<file path="src/rtl/rstoi_pkg.sv">
// Package for the radix string-to-integer parser.
// Holds the payload structs, the character class codes and the radix limits.
// No dependencies.
`default_nettype none

package rstoi_pkg;

  localparam int unsigned CHAR_W   = 8;
  localparam int unsigned RADIX_W  = 6;
  localparam int unsigned DIGIT_W  = 6;
  localparam int unsigned RESULT_W = 64;

  localparam logic [RADIX_W-1:0] RADIX_MIN   = 6'd2;
  localparam logic [RADIX_W-1:0] RADIX_MAX   = 6'd36;
  localparam logic [RADIX_W-1:0] RADIX_RESET = 6'd10;

  localparam logic [CHAR_W-1:0] CH_NUL    = 8'h00;
  localparam logic [CHAR_W-1:0] CH_SPACE  = 8'h20;
  localparam logic [CHAR_W-1:0] CH_TAB    = 8'h09;
  localparam logic [CHAR_W-1:0] CH_CR     = 8'h0D;
  localparam logic [CHAR_W-1:0] CH_PLUS   = 8'h2B;
  localparam logic [CHAR_W-1:0] CH_MINUS  = 8'h2D;
  localparam logic [CHAR_W-1:0] CH_ZERO   = 8'h30;
  localparam logic [CHAR_W-1:0] CH_NINE   = 8'h39;
  localparam logic [CHAR_W-1:0] CH_UP_A   = 8'h41;
  localparam logic [CHAR_W-1:0] CH_UP_Z   = 8'h5A;
  localparam logic [CHAR_W-1:0] CH_LO_A   = 8'h61;
  localparam logic [CHAR_W-1:0] CH_LO_Z   = 8'h7A;
  localparam logic [CHAR_W-1:0] LETTER_OFFSET = 8'd10;

  // Character class, decided in the front end
  typedef enum logic [2:0] {
    K_ZERO  = 3'd0,
    K_BLANK = 3'd1,
    K_MINUS = 3'd2,
    K_PLUS  = 3'd3,
    K_DIGIT = 3'd4,
    K_OTHER = 3'd5
  } kind_e;

  typedef struct packed {
    logic [CHAR_W-1:0] char_byte;
    logic              last_char;
  } in_item_t;

  typedef struct packed {
    logic signed [RESULT_W-1:0] parsed_value;
    logic                       parse_status;
  } out_item_t;

  // Classified character as it travels through the queue
  typedef struct packed {
    kind_e              kind;
    logic [DIGIT_W-1:0] digit;
    logic               last;
  } token_t;

endpackage

`default_nettype wire

</file>
<file path="src/rtl/rstoi_front.sv">
// Front end of the parser: accepts characters and classifies them.
// Depends on rstoi_pkg; feeds rstoi_fifo.
`default_nettype none

module rstoi_front (
  input  wire logic                              push,
  output logic                                   full,
  input  wire rstoi_pkg::in_item_t               in_item_i,
  input  wire logic [rstoi_pkg::RADIX_W-1:0]     radix_i,
  input  wire logic                              q_full_i,
  output logic                                   q_wr_o,
  output rstoi_pkg::token_t                      q_token_o
);
  import rstoi_pkg::*;

  logic [CHAR_W-1:0] c;
  logic [CHAR_W-1:0] dval;
  logic              is_alnum;

  assign c = in_item_i.char_byte;

  // Accept when the queue has room
  assign full   = q_full_i;
  assign q_wr_o = push && !q_full_i;

  // Map the character to a digit value
  always_comb begin
    is_alnum = 1'b1;
    dval     = '0;
    if (c >= CH_ZERO && c <= CH_NINE) begin
      dval = c - CH_ZERO;
    end else if (c >= CH_LO_A && c <= CH_LO_Z) begin
      dval = c - CH_LO_A + LETTER_OFFSET;
    end else if (c >= CH_UP_A && c <= CH_UP_Z) begin
      dval = c - CH_UP_A + LETTER_OFFSET;
    end else begin
      is_alnum = 1'b0;
    end
  end

  // Classify the character against the radix
  always_comb begin
    q_token_o.digit = dval[DIGIT_W-1:0];
    q_token_o.last  = in_item_i.last_char;
    if (c == CH_NUL) begin
      q_token_o.kind = K_ZERO;
    end else if (c == CH_SPACE || (c >= CH_TAB && c <= CH_CR)) begin
      q_token_o.kind = K_BLANK;
    end else if (c == CH_MINUS) begin
      q_token_o.kind = K_MINUS;
    end else if (c == CH_PLUS) begin
      q_token_o.kind = K_PLUS;
    end else if (is_alnum && dval[DIGIT_W-1:0] < radix_i) begin
      q_token_o.kind = K_DIGIT;
    end else begin
      q_token_o.kind = K_OTHER;
    end
  end

endmodule

`default_nettype wire

</file>
<file path="src/rtl/rstoi_fifo.sv">
// Short token queue between the front end and the back end.
// Depends on rstoi_pkg for the token type.
`default_nettype none

module rstoi_fifo #(
  parameter int unsigned DEPTH = 4
) (
  input  wire logic              clk_i,
  input  wire logic              rst_ni,
  input  wire logic              wr_i,
  input  wire rstoi_pkg::token_t wr_data_i,
  output logic                   full_o,
  input  wire logic              rd_i,
  output rstoi_pkg::token_t      rd_data_o,
  output logic                   valid_o
);
  import rstoi_pkg::*;

  localparam int unsigned PTR_W = (DEPTH > 1) ? $clog2(DEPTH) : 1;
  localparam int unsigned CNT_W = $clog2(DEPTH + 1);
  localparam logic [PTR_W-1:0] PTR_LAST = PTR_W'(DEPTH - 1);
  localparam logic [CNT_W-1:0] CNT_FULL = CNT_W'(DEPTH);

  token_t            mem_q [DEPTH];
  logic [PTR_W-1:0]  wr_ptr_q, wr_ptr_d;
  logic [PTR_W-1:0]  rd_ptr_q, rd_ptr_d;
  logic [CNT_W-1:0]  cnt_q, cnt_d;

  assign full_o    = (cnt_q == CNT_FULL);
  assign valid_o   = (cnt_q != '0);
  assign rd_data_o = mem_q[rd_ptr_q];

  // Advance pointers and count
  always_comb begin
    wr_ptr_d = wr_ptr_q;
    rd_ptr_d = rd_ptr_q;
    cnt_d    = cnt_q;
    if (wr_i) begin
      wr_ptr_d = (wr_ptr_q == PTR_LAST) ? '0 : wr_ptr_q + 1'b1;
    end
    if (rd_i) begin
      rd_ptr_d = (rd_ptr_q == PTR_LAST) ? '0 : rd_ptr_q + 1'b1;
    end
    if (wr_i && !rd_i) begin
      cnt_d = cnt_q + 1'b1;
    end else if (!wr_i && rd_i) begin
      cnt_d = cnt_q - 1'b1;
    end
  end

  always_ff @(posedge clk_i or negedge rst_ni) begin
    if (!rst_ni) begin
      wr_ptr_q <= '0;
      rd_ptr_q <= '0;
      cnt_q    <= '0;
    end else begin
      wr_ptr_q <= wr_ptr_d;
      rd_ptr_q <= rd_ptr_d;
      cnt_q    <= cnt_d;
    end
  end

  // Store the written token
  always_ff @(posedge clk_i) begin
    if (wr_i) begin
      mem_q[wr_ptr_q] <= wr_data_i;
    end
  end

endmodule

`default_nettype wire

</file>
<file path="src/rtl/rstoi_back.sv">
// Back end of the parser: scan state, digit accumulation, result register.
// Depends on rstoi_pkg; reads tokens from rstoi_fifo.
`default_nettype none

module rstoi_back #(
  parameter int unsigned VALUE_BITS = 64
) (
  input  wire logic                          clk_i,
  input  wire logic                          rst_ni,
  input  wire logic [rstoi_pkg::RADIX_W-1:0] radix_i,
  input  wire logic                          tok_valid_i,
  input  wire rstoi_pkg::token_t             tok_i,
  output logic                               tok_pop_o,
  input  wire logic                          pop,
  output logic                               empty,
  output rstoi_pkg::out_item_t               out_item_o
);
  import rstoi_pkg::*;

  typedef enum logic [2:0] {
    PH_SPACE  = 3'b001,
    PH_DIGITS = 3'b010,
    PH_STOP   = 3'b100
  } phase_e;

  phase_e                 phase_q, phase_d;
  logic                   neg_q, neg_d;
  logic                   seen_q, seen_d;
  logic [VALUE_BITS-1:0]  acc_q, acc_d;
  logic [VALUE_BITS-1:0]  acc_step;
  logic [VALUE_BITS-1:0]  mag;
  logic                   res_valid_q;
  out_item_t              res_q;
  logic                   finish;

  // Take a token unless it ends a string and the result slot stays busy
  assign tok_pop_o = tok_valid_i && (!tok_i.last || !res_valid_q || pop);
  assign finish    = tok_pop_o && tok_i.last;

  // One multiply by the radix and add per digit, wrapping
  assign acc_step = acc_q * VALUE_BITS'(radix_i) + VALUE_BITS'(tok_i.digit);

  // Scan state transitions
  always_comb begin
    phase_d = phase_q;
    neg_d   = neg_q;
    seen_d  = seen_q;
    acc_d   = acc_q;
    unique case (phase_q)
      PH_SPACE: begin
        case (tok_i.kind)
          K_BLANK: phase_d = PH_SPACE;
          K_MINUS: begin
            neg_d   = 1'b1;
            phase_d = PH_DIGITS;
          end
          K_PLUS:  phase_d = PH_DIGITS;
          K_DIGIT: begin
            acc_d   = acc_step;
            seen_d  = 1'b1;
            phase_d = PH_DIGITS;
          end
          default: phase_d = PH_STOP;
        endcase
      end
      PH_DIGITS: begin
        if (tok_i.kind == K_DIGIT) begin
          acc_d  = acc_step;
          seen_d = 1'b1;
        end else begin
          phase_d = PH_STOP;
        end
      end
      PH_STOP: phase_d = PH_STOP;
      default: phase_d = PH_STOP;
    endcase
  end

  // Apply the sign to the final accumulator, or give zero when no digit was seen
  always_comb begin
    if (!seen_d) begin
      mag = '0;
    end else if (neg_d) begin
      mag = '0 - acc_d;
    end else begin
      mag = acc_d;
    end
  end

  always_ff @(posedge clk_i or negedge rst_ni) begin
    if (!rst_ni) begin
      phase_q <= PH_SPACE;
      neg_q   <= 1'b0;
      seen_q  <= 1'b0;
      acc_q   <= '0;
    end else if (finish) begin
      phase_q <= PH_SPACE;
      neg_q   <= 1'b0;
      seen_q  <= 1'b0;
      acc_q   <= '0;
    end else if (tok_pop_o) begin
      phase_q <= phase_d;
      neg_q   <= neg_d;
      seen_q  <= seen_d;
      acc_q   <= acc_d;
    end
  end

  // Hold the result until the transfer
  always_ff @(posedge clk_i or negedge rst_ni) begin
    if (!rst_ni) begin
      res_valid_q <= 1'b0;
    end else if (finish) begin
      res_valid_q <= 1'b1;
    end else if (pop) begin
      res_valid_q <= 1'b0;
    end
  end

  always_ff @(posedge clk_i) begin
    if (finish) begin
      res_q.parsed_value <= RESULT_W'(signed'(mag));
      res_q.parse_status <= !seen_d;
    end
  end

  assign empty      = !res_valid_q;
  assign out_item_o = res_q;

endmodule

`default_nettype wire

</file>
<file path="src/rtl/radix_string_to_int_top.sv">
// Top level of the radix string-to-integer parser.
// Instantiates rstoi_front, rstoi_fifo and rstoi_back; uses rstoi_pkg.
//
// Usage:
//   Characters enter one byte per transfer on the push/full queue port, with
//   last_char set on the final byte of each string. Every string ending in a
//   marked byte yields one result on the empty/pop port: the signed value
//   wrapped to VALUE_BITS and sign-extended to 64 bits, and parse_status set
//   (value zero) when no digit was found.
//   The radix register is written through cfg_valid_i/cfg_data_i; the user
//   must write it only while the block is idle; the block does not check.
//   cfg_ready_o is always high. Values below 2 act as 2, above 36 as 36.
//   Throughput is one character per cycle while full is low. The token
//   queue registers a character, and the back end then folds it into the
//   accumulator (a VALUE_BITS by 6-bit multiply and add) and, for the last
//   byte of a string, into the result register that the empty/pop port reads.
//   Reset sets the radix to 10, empties the queue and clears the scan state.
//   While a result waits for pop, the next string's last byte waits at the
//   head of the queue; full rises once FIFO_DEPTH - 1 more bytes follow it.
`default_nettype none

module radix_string_to_int_top #(
  parameter int unsigned VALUE_BITS = 64,
  parameter int unsigned FIFO_DEPTH = 4
) (
  input  wire logic                          clk_i,
  input  wire logic                          rst_ni,
  input  wire logic                          cfg_valid_i,
  output logic                               cfg_ready_o,
  input  wire logic [rstoi_pkg::RADIX_W-1:0] cfg_data_i,
  input  wire logic                          push,
  output logic                               full,
  input  wire rstoi_pkg::in_item_t           in_item_i,
  output logic                               empty,
  input  wire logic                          pop,
  output rstoi_pkg::out_item_t               out_item_o
);
  import rstoi_pkg::*;

  logic [RADIX_W-1:0] radix_q;
  logic [RADIX_W-1:0] radix_eff;
  logic               q_full;
  logic               q_wr;
  token_t             q_wr_token;
  logic               q_valid;
  token_t             q_rd_token;
  logic               q_rd;

  // Radix register
  assign cfg_ready_o = 1'b1;

  always_ff @(posedge clk_i or negedge rst_ni) begin
    if (!rst_ni) begin
      radix_q <= RADIX_RESET;
    end else if (cfg_valid_i && cfg_ready_o) begin
      radix_q <= cfg_data_i;
    end
  end

  // Clamp the radix to its legal range
  always_comb begin
    if (radix_q < RADIX_MIN) begin
      radix_eff = RADIX_MIN;
    end else if (radix_q > RADIX_MAX) begin
      radix_eff = RADIX_MAX;
    end else begin
      radix_eff = radix_q;
    end
  end

  rstoi_front u_front (
    .push      (push),
    .full      (full),
    .in_item_i (in_item_i),
    .radix_i   (radix_eff),
    .q_full_i  (q_full),
    .q_wr_o    (q_wr),
    .q_token_o (q_wr_token)
  );

  rstoi_fifo #(
    .DEPTH (FIFO_DEPTH)
  ) u_fifo (
    .clk_i     (clk_i),
    .rst_ni    (rst_ni),
    .wr_i      (q_wr),
    .wr_data_i (q_wr_token),
    .full_o    (q_full),
    .rd_i      (q_rd),
    .rd_data_o (q_rd_token),
    .valid_o   (q_valid)
  );

  rstoi_back #(
    .VALUE_BITS (VALUE_BITS)
  ) u_back (
    .clk_i       (clk_i),
    .rst_ni      (rst_ni),
    .radix_i     (radix_eff),
    .tok_valid_i (q_valid),
    .tok_i       (q_rd_token),
    .tok_pop_o   (q_rd),
    .pop         (pop),
    .empty       (empty),
    .out_item_o  (out_item_o)
  );

`ifndef SYNTHESIS
  // The back end never reads an empty queue
  assert property (@(posedge clk_i) disable iff (!rst_ni) q_rd |-> q_valid)
    else $error("token read from empty queue");

  // A failed parse always reports zero
  assert property (@(posedge clk_i) disable iff (!rst_ni)
    (!empty && out_item_o.parse_status) |-> (out_item_o.parsed_value == '0))
    else $error("invalid result carries a nonzero value");

  // A waiting result is not dropped before its transfer
  assert property (@(posedge clk_i) disable iff (!rst_ni)
    (!empty && !pop) |=> !empty)
    else $error("result lost without transfer");

  // The clamped radix stays in range
  assert property (@(posedge clk_i) disable iff (!rst_ni)
    (radix_eff >= RADIX_MIN) && (radix_eff <= RADIX_MAX))
    else $error("radix out of range");
`endif

endmodule

`default_nettype wire
</file>
<file path="config.mk">
export PLATFORM = sky130hd
export DESIGN_NAME = radix_string_to_int_top
export DESIGN_NICKNAME = d
export VERILOG_FILES = /design/src/rtl/rstoi_pkg.sv /design/src/rtl/rstoi_front.sv /design/src/rtl/rstoi_fifo.sv /design/src/rtl/rstoi_back.sv /design/src/rtl/radix_string_to_int_top.sv
export SDC_FILE = /design/constraint.sdc
export NUM_CORES = 1
export LEC_CHECK = 0
export BUFFER_PORTS_ARGS = -buffer_cell sky130_fd_sc_hd__buf_2
export CAP_MARGIN = 20
export CORE_ASPECT_RATIO = 0.9
export CORE_MARGIN = 2
export CORE_UTILIZATION = 25
export DETAILED_ROUTE_END_ITERATION = 16
export GPL_ROUTABILITY_DRIVEN = 0
export GPL_TIMING_DRIVEN = 0
export PLACE_DENSITY = 0.49
export REMOVE_ABC_BUFFERS = 1
export SETUP_SLACK_MARGIN = 0.05
export SYNTH_ARGS = -nofsm -noshare
export SYNTH_HDL_FRONTEND = slang
export SYNTH_SLANG_ARGS = --single-unit
</file>
<file path="constraint.sdc">
create_clock -name clk_i -period 12.6 [get_ports clk_i]
set_clock_uncertainty 0.15 [all_clocks]
set_input_delay 1.89 -clock clk_i [delete_from_list [all_inputs] [get_ports clk_i]]
set_output_delay 1.89 -clock clk_i [all_outputs]
set_load 0.01 [all_outputs]
</file>
### After elaboration in Yosys (flattened, before gate mapping)

Memories as Yosys holds them, arrays and structs flattened.
Cells that the tools add are included.

| word-level totals | value |
|---|---|
| register bits | 148 |
| RAM bits | 40 |
| bits of input ports | 20 |
| output and inout bits | 68 |
| word-level logic and storage cells | 114 |
| memories kept | 1 |

| cells by class | value |
|---|---|
| $add $sub $neg | 11 |
| multiply operators | 1 |
| magnitude comparators | 11 |
| equal/unequal tests | 13 |
| multiplexer cells | 39 |
| reduce and logical (&&, ||, !) cells | 27 |

Memories:

| memory | words | bits a word | read ports | clocked after memory_dff | wr ports | line | RTL |
|---|---|---|---|---|---|---|---|
| u_fifo.mem_q | 4 | 10 | 1 | 0 | 1 | rstoi_fifo.sv:24 | `token_t mem_q [DEPTH];` |

Operators with widths:

| cell | count |
|---|---|
| 64-bit 2-to-1 mux | 5 |
| 64-bit by 6-bit adder with 64-bit output | 1 |
| 64-bit by 6-bit multiplier with 64-bit output | 1 |
| 1-bit by 64-bit subtractor with 64-bit output (first input constant) | 1 |
| 6-bit 2-to-1 mux | 5 |
| 3-bit 2-to-1 mux | 9 |
| 8-bit by 6-bit == test with 1-bit output (second input constant) | 3 |
| 8-bit by 7-bit greater-or-equal comparator with 1-bit output (second input constant) | 2 |
| 8-bit by 7-bit less-or-equal comparator with 1-bit output (second input constant) | 2 |
| 1-bit 2-to-1 mux | 16 |
| 6-bit by 4-bit adder with 6-bit output (second input constant) | 2 |
| 3-bit one-hot mux with 2 select lines | 2 |
| 6-bit subtractor (second input constant) | 2 |
| 1-bit logical AND | 10 |
| 3-bit by 2-bit == test with 1-bit output (second input constant) | 3 |
| 8-bit by 4-bit greater-or-equal comparator with 1-bit output (second input constant) | 1 |
| 8-bit by 6-bit greater-or-equal comparator with 1-bit output (second input constant) | 1 |
| 8-bit by 4-bit less-or-equal comparator with 1-bit output (second input constant) | 1 |
| 8-bit by 6-bit less-or-equal comparator with 1-bit output (second input constant) | 1 |
| 8-bit zero test | 1 |
| 3-bit by 1-bit == test with 1-bit output (second input constant) | 2 |
| 3-bit == test (second input constant) | 2 |
| 6-bit greater-than comparator (second input constant) | 1 |
| 1-bit zero test | 6 |
| 15 further kinds | 22 |

### Depth between registers and ports, before layout

Gate-level depths: netlist (run 1).

| depth | value |
|---|---|
| depth after elaboration | 12 |
| gate-level depth with buffers | 29 |
| mapped depth without buffers | 26 |

### Cells and area by module

From an unflattened synthesis (run 1), not the netlist that was laid out.

| second synthesis, totals | value |
|---|---|
| cells, all modules | 2538 |
| area total of the unflattened synthesis | 23578.9 µm² |

Modules (own cells, without submodules):

| module | times used | cells an instance | area each (µm²) | sequential area each (µm²) |
|---|---|---|---|---|
| rstoi_back | 1 | 2327 | 20689.8 | 3704.8 |
| rstoi_fifo | 1 | 89 | 1863.0 | 1376.3 |
| rstoi_front | 1 | 95 | 711.9 | 0.0 |
| radix_string_to_int_top | 1 | 27 | 314.1 | 152.6 |

### Least setup slack after synthesis (run 1)

Ideal clock, no wire load.

| timing | value |
|---|---|
| path kind | flip-flop to flip-flop |
| from | register radix_q[3] |
| to | register u_back.res_q (netlist bit u_back.out_item_o[62]), data pin |
| arrival time | 7.297 ns |
| data required time | 12.184 ns |
| slack | 4.887 ns |
| cell stages (with the launch flop) | 29 |
| buffers on the path | 3 |
| period minus slack after synthesis | 7.713 ns |
| path through | dfstp_2 > or2_2 > nor3_1 > a21oi_1 > clkbuf_1 > clkbuf_1 > and2_1 > fa_1 > inv_1 > fa_1 > inv_1 > fa_1 > inv_1 > fa_1 > inv_1 > ha_1 > a21oi_1 > o21ai_0 > and3_1 > or3_1 > a22oi_1 > a31oi_1 > or4_1 > or4b_1 > buf_2 > nor4_4 > a41oi_1 > xnor2_1 > nor2_1 |

| between the ends | value |
|---|---|
| word-level cells in the longest chain between the ends | 9 |
| elaborated cells between the ends (all ways) | 10 |

RTL lines:

| element | line | RTL |
|---|---|---|
| start: declaration | radix_string_to_int_top.sv:40 | `logic [RADIX_W-1:0] radix_q;` |
| start signal: assignment | radix_string_to_int_top.sv:56 | `radix_q <= cfg_data_i;` |
| 6-bit greater-than comparator | radix_string_to_int_top.sv:64 | `end else if (radix_q > RADIX_MAX) begin` |
| 6-bit 2-to-1 mux | radix_string_to_int_top.sv:64 |  |
| 6-bit 2-to-1 mux (*) | radix_string_to_int_top.sv:62 | `if (radix_q < RADIX_MIN) begin` |
| 64-bit by 6-bit multiplier with 64-bit output (*) | rstoi_back.sv:41 | `assign acc_step = acc_q * VALUE_BITS'(radix_i) + VALUE_BITS'(tok_i.digit);` |
| 64-bit by 6-bit adder with 64-bit output (*) | rstoi_back.sv:41 |  |
| 64-bit 2-to-1 mux (*) | rstoi_back.sv:51, rstoi_back.sv:67 |  |
| 64-bit 2-to-1 mux (*) | n/a |  |
| 1-bit by 64-bit subtractor with 64-bit output | rstoi_back.sv:84 | `mag = '0 - acc_d;` |
| 64-bit 2-to-1 mux (*) | rstoi_back.sv:83 | `end else if (neg_d) begin` |
| end: declaration | rstoi_back.sv:33 | `out_item_t res_q;` |

Every way passes the cells marked *; elsewhere a longest branch is shown, timed or not.
A chain may end at the register's enable or synchronous reset.

### Worst setup path in the final report (run 1)

| timing | value |
|---|---|
| from | register radix_q[5] |
| to | register u_back.res_q (netlist bit u_back.out_item_o[56]), data pin |

Same word-level chain as after synthesis.

==> metrics.md, run 1 <==
| Metric | Value |
|---|---|
| Status | `completed` |
| CTS tree | `done` |
| Biggest area consumer among synthesized cells | `fa_1` |
| Final setup viols | `0` |
| Synthesized cell area | `0.02298 mm2` |
| Layout Nets | `2865` |
| Hold Slack | `342.4 ps` |
| Filler instances | `9780` |
| Period utilization | `0.8034` |
| Top_reg_cell synth | `edfxtp_1` |
| Origin of the worst setup path | `radix_q[5]` |
| Die width | `323.6 um` |
| Slew HR | `0.2747` |
| Area occupied by multi-input gates | `0.01686 mm2` |
| CP Cell Sequence | `o21ai_0 > a21o_2 > and2_1 > fa_1 > inv_1 > fa_1 > inv_1 > fa_1 > inv_1 > fa_1 > inv_1 > ha_1 > a21oi_1 > o21ai_0 > a211oi_1 > or3_1 > a21oi_1 > a21oi_1 > nand3_1 > or4b_1 > nor4_4 > a31oi_1 > xnor2_1 > nor2_1` |
| Clk sink count | `188` |
| CP Data Required Time | `12720 ps` |
| Flops & latches, synth | `188` |
| Ratio of cells with drive above 1 in the final layout | `0.08023` |
| Seq/Total Area, Yosys | `0.2278` |
| WP buf/inv | `4` |
| Total wire length | `71770 um` |
| Layout overhead on the synthesized area | `10.65%` |
| Peak supply drop | `121.9 uV` |
| CP Launch Type | `register` |
| Setup TNS | `0 ps` |
| Area contributors post-synth | `fa_1 (21%), edfxtp_1 (14%), and2_1 (9.3%)` |
| Slowest CP cell | `dfrtp_2` |
| GRT Overall Usage | `0.1570` |
| Core area | `0.09117 mm2` |
| Synth top area share | `0.2100` |
| Largest net degree at the start of global routing | `64` |
| Largest stage delay, worst path | `880 ps` |
| FFs w/ async S/R, synth | `0.4415` |
| H-Tree Depth | `4` |
| Antenna-violating nets left | `0` |
| Number of flops mapped to enable cells by yosys | `105` |
| Fin. max-slew vios | `0` |
| P_leak | `11.32 nW` |
| Post-CTS setup buffers | `0` |
| First-pass GRT wire length | `113700 um` |
| Die H | `291.6 um` |
| Antenna violations before repair | `3` |
| Reg clk slew, reported paths | `90 ps` |
| FP Rows | `105` |
| Tmin final | `10120 ps` |
| Worst path top cell family by delay | `compound AO/OA/AOI/OAI gates` |
| Routed WL per cell | `19.41 um` |
| Met1 layer usage reported by global route | `0.2456` |
| Max-cap violation count | `0` |
| Drt first pass iters | `5` |
| Antenna cell count | `0` |
| CTS max path bufs | `2` |
| Kind of critical path | `register to register` |
| Worst R2R Start | `radix_q[5]` |
| Mapped Cells | `2482` |
| FF+latch area | `0.005235 mm2` |
| GR Overflow Total | `0` |
| Cts hold-fix bufs | `0` |
| Final Power | `3.280 mW` |
| Crit. End Element | `register` |
| Final Hold Fails | `0` |
| Hpwl dp | `55830 um` |
| Clock root cell | `clkbuf_16` |
| I/O pin cnt | `88` |
| Synthesized area per cell | `9.258 um2` |
| Clock Latency Late Sink | `540 ps` |
| Achievable frequency | `98.79 MHz` |
| HP Start | `u_fifo.cnt_q[2]` |
| Crit-path max FO | `35` |
| DRC viols | `0` |
| Syn. warnings | `0` |
| Die ar. | `0.09436 mm2` |
| CTS Buf Count | `17` |
| Synth unique cells | `95` |
| Vias/cell | `4.981` |
| Critical Path AT | `10250 ps` |
| Port bufs | `86` |
| Met2 Track Usage GR | `0.2143` |
| HP Class | `register to register` |
| Power Density | `129.0 mW/mm2` |
| Actual slew at the worst max-slew pin | `1088 ps` |
| Number of global-route vias before repair | `18350` |
| Initial core utilization | `0.2520` |
| Global routing's busiest layer | `met1` |
| Quantity of gates resized following cts | `0` |
| Via Count | `18420` |
| Grt met3 use | `0.03426` |
| RSZ-0062 raised after global routing | `false` |
| 1st-iter DRT viols | `1381` |
==> per-layer routing <==
layer  vias to the layer above  share of wire
met4                         0          0.016
met1                      9257           0.52
met2                       479           0.40
li1                       8631              -
met3                        54          0.065
met5                         -              0
==> logic make-up (layout without fill, tap and decap cells) <==
logic type                 count (synthesis)  in the layout  share of synthesized area
and+or+nand+nor                          979            979                     0.2274
AOI/OAI and AO/OA                        547            547                     0.1534
adders and majority gates                390            390                     0.2911
buffers and inverters                    245            231                    0.04149
DFF                                      188            188                     0.2278
xor gates and xnor gates                  96             96                    0.03659
muxes                                     36             36                    0.02205
other                                      1              1                  0.0001632
==> power by group <==
group          leakage, nW  internal (mW)  switching (mW)
Clock                0.303          0.277           0.332
Sequential            2.13          0.860          0.0992
Combinational         8.89          0.534            1.18
Total                 11.3           1.67            1.61
==> stage by stage <==
| stage | cells | util | setup WS [ps] | cell area (um2) |
|---|---|---|---|---|
| detailed placement | 3664 | 0.2717 | 2617 | 24770 |
| global route | 3698 | 0.2789 | 1891 | 25430 |
| CTS | 3696 | 0.2787 | 2562 | 25410 |
| floorplan | 2331 | - | 3300 | 22380 |
| finish | 3698 | 0.2789 | 2477 | 25430 |
| global placement | 3647 | 0.2670 | -2445 | 24350 |
==> area by class of cell <==
type,count,area share
Clock buffer,17,0.01673
Clock inverter,15,0.008366
Inverter,94,0.01398
Multi-Input combinational cell,2049,0.6631
Sequential cell,188,0.2059
Tap cell,1230,0.06053
Timing Repair Buffer,105,0.03140
==> sequential cells by signal, indices dropped and copies added, names as in the netlist <==
signal / cells
u_back.out_item_o: 65
u_fifo.rd_ptr_q: 2
u_fifo.wr_ptr_q: 2
u_back.phase_q: 3
u_fifo.cnt_q: 3
u_fifo.mem_q: 40
u_back.acc_q: 64
u_back.neg_q: 1
radix_q: 6
u_back.res_valid_q: 1
u_back.seen_q: 1
==> placed cells by master (no fill, tap or decap), types with 18 or more instances in the layout <==
cell / netlist / routed
nand4_1: 37 / 37
mux2i_1: 18 / 18
nor3_1: 55 / 55
inv_1: 92 / 92
buf_2: 6 / 85
ha_1: 149 / 149
a31oi_1: 28 / 28
fa_1: 241 / 241
nand3_1: 27 / 27
nand2_1: 219 / 219
dfrtp_1: 80 / 79
xnor2_1: 49 / 49
edfxtp_1: 105 / 105
o21ai_0: 148 / 148
or3_1: 24 / 24
o31ai_1: 24 / 24
xor2_1: 47 / 47
a21oi_1: 134 / 133
a21o_1: 31 / 29
o21a_1: 23 / 23
a22o_1: 26 / 26
o211ai_1: 19 / 19
nor2_1: 163 / 158
and2_1: 340 / 340
==> Yosys cell counts, types with 7 or more instances <==
master,count
nand4_1,37
o31ai_1,24
inv_1,92
nor2_1,163
a21oi_1,134
clkbuf_1,130
edfxtp_1,105
a311oi_1,7
xor2_1,47
a21o_1,31
nand2_1,219
and3_1,14
ha_1,149
nor3_1,55
nor3b_1,11
a31oi_1,28
mux4_2,7
or3_1,24
nand3_1,27
nor2b_1,10
nor4_1,12
a21boi_0,11
o211ai_1,19
mux2_2,7
xnor2_1,49
fa_1,241
and2_1,340
a211oi_1,12
buf_1,11
o22ai_1,7
mux2i_1,18
o21ai_0,148
o21a_1,23
o211a_1,8
or4_1,7
a22o_1,26
dfrtp_1,80
and4_1,13
or2_2,13
nand2b_1,10
==> path summary, 6_finish.rpt <==
check,to,slack (ps),cells after the start
min reg2reg,u_fifo.cnt_q[2],340,1
max in group asynchronous,u_back.acc_q[33],10300,2
min,u_fifo.cnt_q[2],340,1
max,u_back.out_item_o[56],2480,24
min in group asynchronous,u_back.acc_q[41],1240,1
max reg2reg,u_back.out_item_o[56],2480,24
Power figures use the tool's default switching activity.
==> inputs of run 2 (changes only) <==
- clock period: 12.6 -> 9.7 ns (I/O delays scaled with it)
==> run 2 against run 1 <==
Effect of this change: total power is 32% higher; highest routed layer unchanged; via count is 0.29% lower; fmax is 8.2% higher; largest cell class unchanged.
==> metrics.md, run 2 (synthesized netlist as in run 1, its figures left out) <==
| Metric | Value |
|---|---|
| Largest stage delay, worst path | `780 ps (was 880 ps)` |
| Power Density | `169.4 mW/mm2 (was 129.0 mW/mm2)` |
| Final Power | `4.317 mW (was 3.280 mW)` |
| CP Launch Type | `register (unchanged)` |
| P_leak | `11.34 nW (was 11.32 nW)` |
| CP Data Required Time | `9800 ps (was 12720 ps)` |
| 1st-iter DRT viols | `1444 (was 1381)` |
| DRC viols | `0 (unchanged)` |
| Slew HR | `0.2749 (was 0.2747)` |
| Crit. End Element | `register (unchanged)` |
| Kind of critical path | `register to register (unchanged)` |
| Worst R2R Start | `radix_q[4] (was radix_q[5])` |
| Placed cell count | `3664 (unchanged)` |
| Cell Count, Final, Fillers Out | `3702 (was 3698)` |
| Vias/cell | `4.961 (was 4.981)` |
| GRT Overall Usage | `0.1570 (about the same)` |
| Antenna violations before repair | `3 (unchanged)` |
| Actual slew at the worst max-slew pin | `1088 ps (about the same)` |
| Port bufs | `86 (unchanged)` |
| Period utilization | `0.9642 (was 0.8034)` |
| Ratio of cells with drive above 1 in the final layout | `0.08178 (was 0.08023)` |
| Clk sink count | `188 (unchanged)` |
| First-pass GRT wire length | `113800 um (was 113700 um)` |
| Status | `completed (unchanged)` |
| Initial core utilization | `0.2520 (unchanged)` |
| Total wire length | `72130 um (was 71770 um)` |
| Drt first pass iters | `6 (was 5)` |
| Clock root cell | `clkbuf_16 (unchanged)` |
| RSZ-0062 raised after global routing | `false (unchanged)` |
| Origin of the worst setup path | `radix_q[4] (was radix_q[5])` |
| CTS Buf Count | `17 (unchanged)` |
| Tmin final | `9353 ps (was 10120 ps)` |
| Critical Path AT | `9450 ps (was 10250 ps)` |
| Filler instances | `9780 (unchanged)` |
| Die ar. | `0.09436 mm2 (unchanged)` |
| Number of global-route vias before repair | `18360 (was 18350)` |
| Layout Nets | `2867 (was 2865)` |
| Slowest CP cell | `or4b_1 (was dfrtp_2)` |
| Setup TNS | `0 ps (unchanged)` |
| Most frequent cells in the layout | `and2_1 (340), fa_1 (241), nand2_1 (219) (unchanged)` |
| Die H | `291.6 um (unchanged)` |
| Final core utilization | `0.2795 (was 0.2789)` |
| Max-cap violation count | `0 (unchanged)` |
| FP Rows | `105 (unchanged)` |
| Clock Latency Late Sink | `540 ps (about the same)` |
| H-Tree Depth | `4 (unchanged)` |
| Largest net degree at the start of global routing | `64 (unchanged)` |
| Antenna-violating nets left | `0 (unchanged)` |
| Via Count | `18370 (was 18420)` |
| Core area | `0.09117 mm2 (unchanged)` |
| Peak supply drop | `144.7 uV (was 121.9 uV)` |
| HP Start | `u_fifo.cnt_q[2] (unchanged)` |
| Final setup viols | `0 (unchanged)` |
| FF+latch area | `0.005238 mm2 (was 0.005235 mm2)` |
| Achievable frequency | `106.9 MHz (was 98.79 MHz)` |
| Layout overhead on the synthesized area | `10.88% (was 10.65%)` |
| Final Hold Fails | `0 (unchanged)` |
| Area occupied by multi-input gates | `0.01689 mm2 (was 0.01686 mm2)` |
| HP Class | `register to register (unchanged)` |
| Routed WL per cell | `19.48 um (was 19.41 um)` |
| GR Overflow Total | `0 (unchanged)` |
| Die width | `323.6 um (unchanged)` |
| Crit-path max FO | `31 (was 35)` |
| CTS tree | `done (unchanged)` |
| I/O pin cnt | `88 (unchanged)` |
| Reg clk slew, reported paths | `90 ps (about the same)` |
| Most common cell after layout, fill and taps aside | `and2_1 (unchanged)` |
| Largest register FFs | `65 (unchanged)` |
| CTS max path bufs | `2 (unchanged)` |
| Fin. max-slew vios | `0 (unchanged)` |
| Hpwl dp | `55830 um (unchanged)` |
run 2: changes by cell type in the layout (fill, tap and decap cells not counted), sizes merged:
cell	delta
buf	+1
diode	+2
nor2b	+1
run 2: final cells by class:
type                       instances  share of cell area
antenna                            2           0.0001964
clock buffer                      17             0.01670
inverter                          94             0.01395
clock inverter                    15            0.008348
tap                             1230             0.06040
sequential                       188              0.2056
timing repair buffer             106             0.03212
multi-input combinational       2050              0.6627
run 2: final timing paths:
check | to | slack [ps] | cells after the start
worst max register to register | u_back.out_item_o[43] | 350 | 26
max in group asynchronous | u_back.acc_q[33] | 7830 | 2
min in group asynchronous | u_back.acc_q[41] | 800 | 1
worst min-delay path | u_fifo.cnt_q[2] | 340 | 1
worst min register to register | u_fifo.cnt_q[2] | 340 | 1
worst max-delay path | u_back.out_item_o[43] | 350 | 26
run 2: metrics by stage:
stage / hold WS [ps] / cell area (um2) / setup WS, ps
floorplan: 306.3 / 22380 / 400.5
global placement: 321.6 / 24350 / -5345
detailed placement: 328.4 / 24770 / -283.0
CTS: 344.6 / 25440 / 238.9
global route: 357.4 / 25470 / 76.64
finish: 342.0 / 25480 / 346.9
run 2: timing repair:
action | in CTS | in global routing
buffers inserted | 1 | 0
pin swaps | 1 | 0
gates resized for setup | 2 | 5
cloned | 0 | 1
hold buffers | 0 | 0
endpoints found under the setup margin | 11 | 15
run 2: critical path: cells and delay by family, from the launching register on:
family | cells | cell delay (ps)
AOI/OAI and AO/OA | 10 | 3250
adders and majority gates | 5 | 2370
and+or+nand+nor | 5 | 2250
DFF | 1 | 500
buffers and inverters | 5 | 390
xor gates and xnor gates | 1 | 130
run 2: where the power goes:
part / internal, mW / leakage, nW / switching, mW
combinational: 0.729 / 8.90 / 1.55
clock: 0.360 / 0.303 / 0.431
sequential: 1.12 / 2.13 / 0.130
run 2: metal layers:
metal / vias up / global-route usage / routed length, um
met5: - / 0 / 0
met4: 0 / 0.03817 / 1158
met3: 60 / 0.03620 / 4818
met2: 475 / 0.2144 / 28950
met1: 9192 / 0.2445 / 37200
li1: 8640 / - / -
==> inputs of run 3 (changes only) <==
- CORE_UTILIZATION: 25 -> 55
- HOLD_SLACK_MARGIN: not set -> 0.15
- PLACE_DENSITY: 0.49 -> 0.82
==> run 3 against run 2 <==
Effect of this change: via count up 7.9%; fmax down 1.6%; clock power is 6.7% lower; critical path depth shrank 4; wire length down 7.9%; utilization grew 31 points; total power fell by 3.8%; non-clock buffer count fell by 4; design area fell by 3.7%; worst hold slack better by 7.7 ps; die area shrank 54%; largest cell class unchanged; highest routed layer unchanged.
==> metrics.md, run 3 (synthesized netlist as in run 1, its figures left out) <==
| Metric | Value |
|---|---|
| Kind of critical path | `register to register (unchanged)` |
| Antenna-violating nets left | `0 (unchanged)` |
| Clock Latency Late Sink | `490 ps (was 540 ps)` |
| Filler instances | `3398 (was 9780)` |
| Final setup viols | `0 (unchanged)` |
| Via Count | `19820 (was 18370)` |
| Cell Count, Final, Fillers Out | `3015 (was 3702)` |
| 1st-iter DRT viols | `2492 (was 1444)` |
| Most used cell along the critical path | `fa_1` |
| Die width | `219.5 um (was 323.6 um)` |
| Crit-path max FO | `38 (was 31)` |
| HP Class | `register to register (unchanged)` |
| First-pass GRT wire length | `106900 um (was 113800 um)` |
| P_leak | `11.29 nW (was 11.34 nW)` |
| Hpwl dp | `48970 um (was 55830 um)` |
| Slew HR | `0.1557 (was 0.2749)` |
| Setup Slack @ Placement | `-14.78 ps (was -283.0 ps)` |
| Power Density | `169.1 mW/mm2 (was 169.4 mW/mm2)` |
| GR Overflow Total | `0 (unchanged)` |
| CTS tree | `done (unchanged)` |
| Antenna violations before repair | `0 (was 3)` |
| Initial core utilization | `0.5539 (was 0.2520)` |
| CTS max path bufs | `2 (unchanged)` |
| Port bufs | `86 (unchanged)` |
| Drt first pass iters | `8 (was 6)` |
| Period utilization | `0.9802 (was 0.9642)` |
| Achievable frequency | `105.2 MHz (was 106.9 MHz)` |
| Status | `completed (unchanged)` |
| Layout Nets | `2864 (was 2867)` |
| DRC viols | `0 (unchanged)` |
| Placed cell count | `2978 (was 3664)` |
| Largest net degree at the start of global routing | `70 (was 64)` |
| Critical Path AT | `9560 ps (was 9450 ps)` |
| Vias/cell | `6.573 (was 4.961)` |
| Peak supply drop | `215.8 uV (was 144.7 uV)` |
| Clk sink count | `188 (unchanged)` |
| Tmin final | `9508 ps (was 9353 ps)` |
| CTS Buf Count | `17 (unchanged)` |
| Ratio of cells with drive above 1 in the final layout | `0.08066 (was 0.08178)` |
| Final core utilization | `0.5917 (was 0.2795)` |
| Die H | `197.9 um (was 291.6 um)` |
| Crit. End Element | `register (unchanged)` |
| Routed WL per cell | `22.04 um (was 19.48 um)` |
| Most frequent cells in the layout | `and2_1 (340), fa_1 (241), nand2_1 (219) (unchanged)` |
| Largest register FFs | `65 (unchanged)` |
| FP Rows | `71 (was 105)` |
| Final Worst Setup Slack | `192.1 ps (was 346.9 ps)` |
| Total wire length | `66460 um (was 72130 um)` |
| Max-cap violation count | `0 (unchanged)` |
| Slowest CP cell | `or4_1 (was or4b_1)` |
| Number of global-route vias before repair | `20130 (was 18360)` |
| I/O pin cnt | `88 (unchanged)` |
| CP Cell Sequence | `buf_12 > nor3_2 > a21o_4 > buf_12 > and2_1 > fa_1 > fa_1 > fa_1 > ha_1 > ha_1 > a21oi_1 > o21ai_0 > a221o_1 > or3_1 > o211ai_1 > o2111ai_1 > a21o_1 > or3_1 > or4_1 > o41ai_1 > xor2_1 > nor2_1` |
| Fin. max-slew vios | `0 (unchanged)` |
| Clock root cell | `clkbuf_16 (unchanged)` |
| Die ar. | `0.04343 mm2 (was 0.09436 mm2)` |
| H-Tree Depth | `4 (unchanged)` |
| Reg clk slew, reported paths | `80 ps (was 90 ps)` |
| Most common cell after layout, fill and taps aside | `and2_1 (unchanged)` |
| Core area | `0.04149 mm2 (was 0.09117 mm2)` |
| Layout overhead on the synthesized area | `6.828% (was 10.88%)` |
| Largest stage delay, worst path | `770 ps (was 780 ps)` |
| Actual slew at the worst max-slew pin | `1251 ps (was 1088 ps)` |
| CP Data Required Time | `9750 ps (was 9800 ps)` |
| Final Hold Fails | `0 (unchanged)` |
| Setup TNS | `0 ps (unchanged)` |
| GRT Overall Usage | `0.3139 (was 0.1570)` |
| Hold Slack | `349.6 ps (was 342.0 ps)` |
| CP Launch Type | `register (unchanged)` |
## run 3: cell types whose count changed in the layout (fill, tap and decap cells not counted), moves of 2 or more
cell / before / now
buf_12: 17 / 8
buf_16: 1 / 6
buf_4: 1 / 3
clkinv_4: 0 / 2
inv_12: 5 / 0
## run 3: worst max-delay path: cells and delay by family (launching register included)
family,cells,cell delay (ps)
adders and majority gates,5,2200
and+or+nand+nor,6,2590
xor gates and xnor gates,1,310
AOI/OAI and AO/OA,8,2760
DFF,1,650
buffers and inverters,2,490
## run 3: per-stage QoR
stage          total power [mW]  instance area (um2)
3_5_place_dp              3.309                23890
2_1_floorplan             2.492                22380
4_1_cts                   4.071                24510
5_1_grt                   4.349                24540
3_3_place_gp              3.168                23490
6_report                  4.151                24550
## run 3: per-layer routing
| layer | up-vias | global-route usage | wire [um] |
|---|---|---|---|
| met1 | 9691 | 0.4281 | 26370 |
| met2 | 1251 | 0.4826 | 29720 |
| met5 | - | 0 | 0 |
| met4 | 0 | 0.1276 | 2797 |
| li1 | 8642 | - | - |
| met3 | 233 | 0.07419 | 7575 |
## run 3: path summary, 6_finish.rpt
kind	from	to	slack, ps	cells past startpoint
max	radix_q[5]	u_back.out_item_o[57]	190	22
min reg2reg	u_fifo.cnt_q[2]	u_fifo.cnt_q[2]	350	1
max in group asynchronous	rst_ni	radix_q[1]	7890	2
min in group asynchronous	rst_ni	u_back.acc_q[46]	780	1
min	u_fifo.cnt_q[2]	u_fifo.cnt_q[2]	350	1
max reg2reg	radix_q[5]	u_back.out_item_o[57]	190	22
## run 3: cell type report
class / count / area [um2] / area share
inverter: 94 / 352.8 / 0.01437
antenna: 1 / 2.502 / 0.0001019
sequential: 188 / 5238 / 0.2134
tap: 547 / 684.4 / 0.02788
timing repair buffer: 102 / 773.2 / 0.03150
multi-input combinational: 2051 / 16900 / 0.6883
clock buffer: 18 / 429.2 / 0.01748
clock inverter: 14 / 172.7 / 0.007034
## run 3: what timing repair did
item,in CTS,in global routing
setup endpoints to repair,9,25
buffers inserted,1,1
gates resized for setup,1,6
cloned,0,2
hold buffers,0,0
pin swaps,1,1
## run 3: power by group
part	switching (mW)	internal, mW
Combinational	1.47	0.704
Sequential	0.121	1.12
Clock	0.390	0.348
Total	1.98	2.17
